$ cat src/design/ifft_pkg.sv
package ifft_pkg;

    // Transform size and number formats
    localparam int POINTS        = 1024;
    localparam int SAMPLE_BITS   = 32;
    localparam int FRACTION_BITS = 16;
    localparam int IN_BITS       = (SAMPLE_BITS < 32) ? SAMPLE_BITS : 32;
    localparam int LOG_POINTS    = $clog2(POINTS);
    localparam int TW_DEPTH      = POINTS / 2;
    localparam int TW_BITS       = LOG_POINTS - 1;
    localparam int STAGE_BITS    = $clog2(LOG_POINTS);

    typedef logic [LOG_POINTS-1:0]  addr_t;
    typedef logic [LOG_POINTS:0]    count_t;
    typedef logic [TW_BITS-1:0]     tw_addr_t;
    typedef logic [TW_BITS-1:0]     bfly_t;
    typedef logic [STAGE_BITS-1:0]  stage_t;
    typedef logic signed [31:0]     tw_t;
    typedef logic signed [63:0]     acc_t;
    typedef logic [IN_BITS-1:0]     smp_t;
    typedef tw_t                    tw_rom_t [TW_DEPTH];

    typedef enum logic [2:0] {
        ST_IDLE,
        ST_FETCH,
        ST_REV,
        ST_BF_RD,
        ST_BF_START,
        ST_BF_MUL,
        ST_BF_WLO,
        ST_BF_WHI
    } state_t;

    localparam acc_t ACC_MAX = {1'b0, {63{1'b1}}};
    localparam acc_t ACC_MIN = {1'b1, {63{1'b0}}};

    // Series divisors for the twiddle build: sine (2n)(2n+1), cosine (2n-1)(2n)
    localparam logic [63:0] SIN_DIV [24] = '{
        64'd1, 64'd6, 64'd20, 64'd42, 64'd72, 64'd110, 64'd156, 64'd210, 64'd272,
        64'd342, 64'd420, 64'd506, 64'd600, 64'd702, 64'd812, 64'd930, 64'd1056,
        64'd1190, 64'd1332, 64'd1482, 64'd1640, 64'd1806, 64'd1980, 64'd2162};
    localparam logic [63:0] COS_DIV [24] = '{
        64'd1, 64'd2, 64'd12, 64'd30, 64'd56, 64'd90, 64'd132, 64'd182, 64'd240,
        64'd306, 64'd380, 64'd462, 64'd552, 64'd650, 64'd756, 64'd870, 64'd992,
        64'd1122, 64'd1260, 64'd1406, 64'd1560, 64'd1722, 64'd1892, 64'd2070};
    localparam logic [63:0] PI_Q32 = 64'h0000_0003_243F_6A89;

    function automatic acc_t sat_add(input acc_t a, input acc_t b);
        logic signed [64:0] s;
        s = {a[63], a} + {b[63], b};
        if (s[64] != s[63])
            sat_add = s[64] ? ACC_MIN : ACC_MAX;
        else
            sat_add = s[63:0];
    endfunction

    function automatic acc_t sat_sub(input acc_t a, input acc_t b);
        logic signed [64:0] s;
        s = {a[63], a} - {b[63], b};
        if (s[64] != s[63])
            sat_sub = s[64] ? ACC_MIN : ACC_MAX;
        else
            sat_sub = s[63:0];
    endfunction

    function automatic addr_t bit_rev(input addr_t a);
        addr_t r;
        for (int b = 0; b < LOG_POINTS; b++)
        begin
            r[LOG_POINTS-1-b] = a[b];
        end
        return r;
    endfunction

    // Q63 product, bits 126..63 of the full product
    function automatic logic [63:0] mul_q63(input logic [63:0] a, input logic [63:0] b);
        logic [127:0] p;
        p = {64'd0, a} * {64'd0, b};
        return p[126:63];
    endfunction

    function automatic tw_rom_t build_tw(input bit want_sin);
        tw_rom_t     rom;
        logic [63:0] p, a, bb, x, x2, ts, ss, tc, sc;
        logic [1:0]  q;
        logic        swap;
        tw_t         c0, s0, t;
        for (int k = 0; k < TW_DEPTH; k++)
        begin
            p    = (64'(k) << (32 - LOG_POINTS)) & 64'hFFFF_FFFF;
            q    = p[31:30];
            a    = p & 64'h3FFF_FFFF;
            swap = a > (64'd1 << 29);
            bb   = swap ? (64'd1 << 30) - a : a;
            x    = bb * PI_Q32;
            x2   = mul_q63(x, x);
            ts   = x;
            ss   = x;
            tc   = 64'd1 << 63;
            sc   = 64'd1 << 63;
            for (int n = 1; n < 24; n++)
            begin
                ts = mul_q63(ts, x2) / SIN_DIV[n];
                tc = mul_q63(tc, x2) / COS_DIV[n];
                if (n % 2 == 1)
                begin
                    ss = ss - ts;
                    sc = sc - tc;
                end
                else
                begin
                    ss = ss + ts;
                    sc = sc + tc;
                end
            end
            s0 = tw_t'((ss + (64'd1 << 32)) >> 33);
            c0 = tw_t'((sc + (64'd1 << 32)) >> 33);
            if (swap)
            begin
                t  = c0;
                c0 = s0;
                s0 = t;
            end
            case (q)
                2'd0:    rom[k] = want_sin ? s0 : c0;
                2'd1:    rom[k] = want_sin ? c0 : -s0;
                2'd2:    rom[k] = want_sin ? -s0 : -c0;
                default: rom[k] = want_sin ? -c0 : s0;
            endcase
        end
        return rom;
    endfunction

    localparam tw_rom_t TW_COS = build_tw(1'b0);
    localparam tw_rom_t TW_SIN = build_tw(1'b1);

endpackage

$ cat src/design/ifft_cmul.sv
module ifft_cmul
    import ifft_pkg::*;
(
    input  logic clk,
    input  logic rst_n,
    input  logic start,
    input  acc_t xr,
    input  acc_t xi,
    input  tw_t  c,
    input  tw_t  s,
    output logic done,
    output acc_t tr,
    output acc_t ti
);

    localparam int MUL_STEPS = 8;
    typedef logic [3:0] step_t;

    logic        busy_reg;
    logic        done_reg;
    step_t       cnt_reg;
    logic [63:0] mag_xr_reg, mag_xi_reg;
    logic [31:0] mag_c_reg, mag_s_reg;
    logic        neg_xr_reg, neg_xi_reg, neg_c_reg, neg_s_reg;
    logic [63:0] prod_reg;
    logic [63:0] lo_reg;
    acc_t        mt_reg [4];
    acc_t        tr_reg, ti_reg;

    logic [1:0]  op_idx, proc_idx;
    step_t       proc_step;
    logic [63:0] op_m;
    logic [31:0] op_a, op_u;
    logic [63:0] prod_w;
    logic [63:0] r_w;
    logic        neg_w;
    acc_t        mt_w;

    function automatic logic [63:0] abs64(input acc_t v);
        return v[63] ? 64'(-v) : 64'(v);
    endfunction

    // Pick the operand half for this step: lo half on even steps, hi half on odd
    always_comb
    begin
        op_idx = cnt_reg[2:1];
        op_m   = (op_idx == 2'd0 || op_idx == 2'd3) ? mag_xr_reg : mag_xi_reg;
        op_u   = (op_idx == 2'd0 || op_idx == 2'd2) ? mag_c_reg : mag_s_reg;
        op_a   = cnt_reg[0] ? op_m[63:32] : op_m[31:0];
        prod_w = op_a * op_u;
    end

    // Round, combine and saturate the product of the previous step
    always_comb
    begin
        proc_step = cnt_reg - step_t'(1);
        proc_idx  = proc_step[2:1];
        case (proc_idx)
            2'd0:    neg_w = neg_xr_reg ^ neg_c_reg;
            2'd1:    neg_w = neg_xi_reg ^ neg_s_reg;
            2'd2:    neg_w = neg_xi_reg ^ neg_c_reg;
            default: neg_w = neg_xr_reg ^ neg_s_reg;
        endcase
        r_w = {prod_reg[61:0], 2'b00} + lo_reg;
        if (!neg_w)
            mt_w = r_w[63] ? ACC_MAX : acc_t'(r_w);
        else
            mt_w = r_w[63] ? ACC_MIN : acc_t'(-r_w);
    end

    // Sequence control
    always_ff @(posedge clk or negedge rst_n)
    begin
        if (!rst_n)
        begin
            busy_reg <= 1'b0;
            done_reg <= 1'b0;
            cnt_reg  <= '0;
        end
        else
        begin
            done_reg <= 1'b0;
            if (start)
            begin
                busy_reg <= 1'b1;
                cnt_reg  <= '0;
            end
            else if (busy_reg)
            begin
                cnt_reg <= cnt_reg + step_t'(1);
                if (cnt_reg == step_t'(MUL_STEPS + 1))
                begin
                    busy_reg <= 1'b0;
                    done_reg <= 1'b1;
                end
            end
        end
    end

    // Datapath: latch magnitudes, multiply, accumulate
    always_ff @(posedge clk)
    begin
        if (start)
        begin
            mag_xr_reg <= abs64(xr);
            mag_xi_reg <= abs64(xi);
            mag_c_reg  <= 32'(abs64(acc_t'(c)));
            mag_s_reg  <= 32'(abs64(acc_t'(s)));
            neg_xr_reg <= xr[63];
            neg_xi_reg <= xi[63];
            neg_c_reg  <= c[31];
            neg_s_reg  <= s[31];
        end
        else if (busy_reg)
        begin
            if (cnt_reg < step_t'(MUL_STEPS))
                prod_reg <= prod_w;
            if (cnt_reg != '0 && cnt_reg <= step_t'(MUL_STEPS))
            begin
                if (!proc_step[0])
                    lo_reg <= (prod_reg + (64'd1 << 29)) >> 30;
                else
                    mt_reg[proc_idx] <= mt_w;
            end
            if (cnt_reg == step_t'(MUL_STEPS + 1))
            begin
                tr_reg <= sat_sub(mt_reg[0], mt_reg[1]);
                ti_reg <= sat_add(mt_reg[2], mt_reg[3]);
            end
        end
    end

    assign done = done_reg;
    assign tr   = tr_reg;
    assign ti   = ti_reg;

endmodule

$ cat config.mk
export PLATFORM = sky130hd
export DESIGN_NAME = ifft_cmul
export DESIGN_NICKNAME = d
export VERILOG_FILES = /design/src/design/ifft_pkg.sv /design/src/design/ifft_cmul.sv
export SDC_FILE = /design/constraint.sdc
export NUM_CORES = 2
export LEC_CHECK = 0
export BUFFER_PORTS_ARGS = -buffer_cell sky130_fd_sc_hd__buf_2
export CAP_MARGIN = 20
export CORE_MARGIN = 3
export CORE_UTILIZATION = 45
export DETAILED_ROUTE_END_ITERATION = 12
export PLACE_DENSITY = 0.63
export SYNTH_ARGS = -nofsm -noshare
export SYNTH_HDL_FRONTEND = slang
export SYNTH_SLANG_ARGS = --single-unit
$ cat constraint.sdc
create_clock -name clk -period 11.3 [get_ports clk]
set_input_delay 2.26 -clock clk [delete_from_list [all_inputs] [get_ports clk]]
set_output_delay 2.26 -clock clk [all_outputs]
set_load 0.01 [all_outputs]
==> flow_metrics.tcl <==
set metrics [dict create \
    die_h_microns 407 \
    grt_pass1_vias 57000 \
    syn2layout_area_growth_pct 9.63 \
    maxSlewHeadroom_pct 15.6 \
    drt-initial-drc-count 4326 \
    hold_viol_final 0 \
    synth_compound_area_share_pct 11.0 \
    finalCriticalPeriod_ps 10840 \
    yosys.area_share.simple_pct 13.4 \
    ys_ff_latch 684 \
    wl_microns 224000 \
    cp_common_cell "fa_1" \
    dieArea_sq_um 166000 \
    async_flop_share_pct 0.877 \
    r2r_end "prod_reg[62]" \
    arrival_ps 11250 \
    htree_levels 3 \
    synth_area_leaders "edfxtp_1 (28%), fa_1 (25%), ha_1 (7.6%)" \
    endpoint "prod_reg[62]" \
    io_pins 324 \
    timing.final.crit_share_pct 95.9 \
    rows 146 \
    crit_slowest_cell "a2111oi_0" \
    crit_path_start_kind "flop" \
    ff2ff_setup_slack_ps 460 \
    worst-path-buf-inv 5 \
    die_w_microns 407 \
    skew_ps 52.3 \
    cts_root_buf "clkbuf_16" \
    synth_top_area_cell "edfxtp_1" \
    fmax_mhz 92.3 \
    grt_pass1_wl_microns 343000 \
    ys.flop_type "edfxtp_1" \
    dr.pass1.iters 6 \
    reg2reg_from "cnt_reg[2]" \
    seq_area_frac_synth_pct 28.3 \
    largest_reg_flops 256 \
    fin_tns_setup_ps 0 \
    antenna_found_initial 17 \
    path_clk_slew_ps 70 \
    netlist_area_sq_um 72500 \
    core_area_sq_um 159000 \
    worst_pin_slew_ps 1230 \
    syn_inst 7421 \
    cp-startpoint "cnt_reg[2]" \
    setup_violations 0 \
    start_util_pct 45.5 \
    yosys-top-cells-count "inv_1 (999), fa_1 (899), nor2_1 (795), nand2_1 (743), edfxtp_1 (678)" \
    dr_total_vias 55500 \
    r2r_cells 28 \
    final_nets 9152 \
    max_stage_delay_ps 1110 \
    cts.sinks 684 \
    cap_violations 0 \
    fillers 14800 \
    ctsHoldBuffers 0 \
    drive_gt1_share_pct 10.0 \
    numPortBuffers 323 \
    yosysMostFrequentCell "inv_1" \
    insertion_delay_ps 700 \
    groute.usage.overall_pct 26.9 \
    path_depth 28 \
    slew_violations 0 \
    synth.avg_cell_area_sq_um 9.77 \
    multi_input_area_sq_um 47100 \
    synth_cell_types 90 \
    synth-xor-area-share_pct 5.64 \
    cts_resized 0 \
    synth_top_area_share_pct 28.1 \
    synth-adder-area-share_pct 32.5 \
    required_ps 11710 \
    drc 0 \
    cts_tree "built" \
    synth_top_family_by_area "adder cells" \
    cts_buffers 78 \
    wl_per_cell_microns 22.8 \
    yosysWarnings 0 \
    holdCritPathClass "reg2reg" \
    ant_nets 0 \
    drt-vias-per-instance 5.64 \
    syn_nets 8954 \
    synth_edf_count 678 \
    register_area_sq_um 20500 \
    critPathMaxFanout 29 \
    crit_path_end_kind "flop" \
    gp_congestion 0.962 \
    critPathKind "reg2reg" \
    status "complete, no violations" \
    synth.area.mux_share_pct 2.09 \
    grt.overflow.total 0 \
    cp_top_family "adder cells" \
    hpwlAfterDp_microns 184000 \
    rsz0062_at_grt "no" \
    clockBufferDepth 3 \
    postCtsSetupRepairBufs 0 \
    grt_max_degree 103 \
]
[per-stage QoR]
step / worst slack [ps] / hold slack (ps) / utilization, % / cells / instance area [sq um]
floorplan: 1700 / 541 / - / 7421 / 72500
detailed placement: 731 / 583 / 48.2 / 9683 / 76900
global placement: 941 / 568 / 48.2 / 9681 / 76800
finish: 460 / 595 / 49.9 / 9837 / 79500
CTS: 687 / 598 / 49.9 / 9827 / 79400
global route: 180 / 652 / 49.9 / 9836 / 79500
[routing by layer]
metal	share of wire, %	track usage (%)
met1	40	34.0
met2	46	44.2
met3	8.3	5.47
met4	5.7	12.7
met5	0.033	0
[placed cells by master (no fill, tap or decap), drive strengths merged, types with 140 or more instances in the layout]
cell    Yosys  layout
a21o      170     170
edfxtp    678     678
inv       999    1005
xor2      140     140
xnor2     327     327
fa        899     899
nor2      795     795
buf        22     474
ha        439     439
a21oi     381     381
o21ai     286     286
nand2     743     743
[how the worst min path moves through the flow]
| stage | from | endpoint | slack [ps] | cells past startpoint |
|---|---|---|---|---|
| 6_report | cnt_reg[1] | cnt_reg[1] | 590 | 2 |
| 5_1_grt | cnt_reg[1] | cnt_reg[1] | 650 | 2 |
| 4_1_cts | cnt_reg[1] | cnt_reg[1] | 600 | 2 |
| 3_5_place_dp | cnt_reg[1] | cnt_reg[1] | 580 | 2 |
| 3_3_place_gp | cnt_reg[1] | cnt_reg[1] | 570 | 2 |
| 2_1_floorplan | cnt_reg[1] | cnt_reg[1] | 540 | 2 |
[worst reg2reg max path: cells and delay by family, from the launching register on]
kind	cells	cell delay, ps
flip-flops	1	410
AO/OA/AOI/OAI	7	2890
XOR/XNOR	1	100
buffers and inverters	5	800
AND/OR/NAND/NOR	4	1020
adder cells (fa/ha/maj)	10	4970
multiplexers	1	390
[cells by family (layout without fill, tap and decap cells)]
| logic type | count (synthesis) | in the layout |
|---|---|---|
| mux | 143 | 143 |
| flops | 684 | 684 |
| buf+inv | 1356 | 1618 |
| simple gates | 2158 | 2158 |
| fa+ha+maj | 1346 | 1346 |
| other cells | 0 | 8 |
| xor+xnor | 467 | 467 |
| compound gates | 1267 | 1267 |
[final cells by class]
class | instances | area share, %
tap | 2146 | 3.38
clock buffer | 89 | 2.51
antenna | 8 | 0.0252
sequential | 684 | 25.8
clock inverter | 55 | 0.752
inverter | 999 | 4.72
timing repair buffer | 475 | 3.54
multi-input combinational | 5381 | 59.3
Power is left out: the tool's default activity adds up to more than one toggle a clock period on the data nets, which glitch-free logic cannot reach.
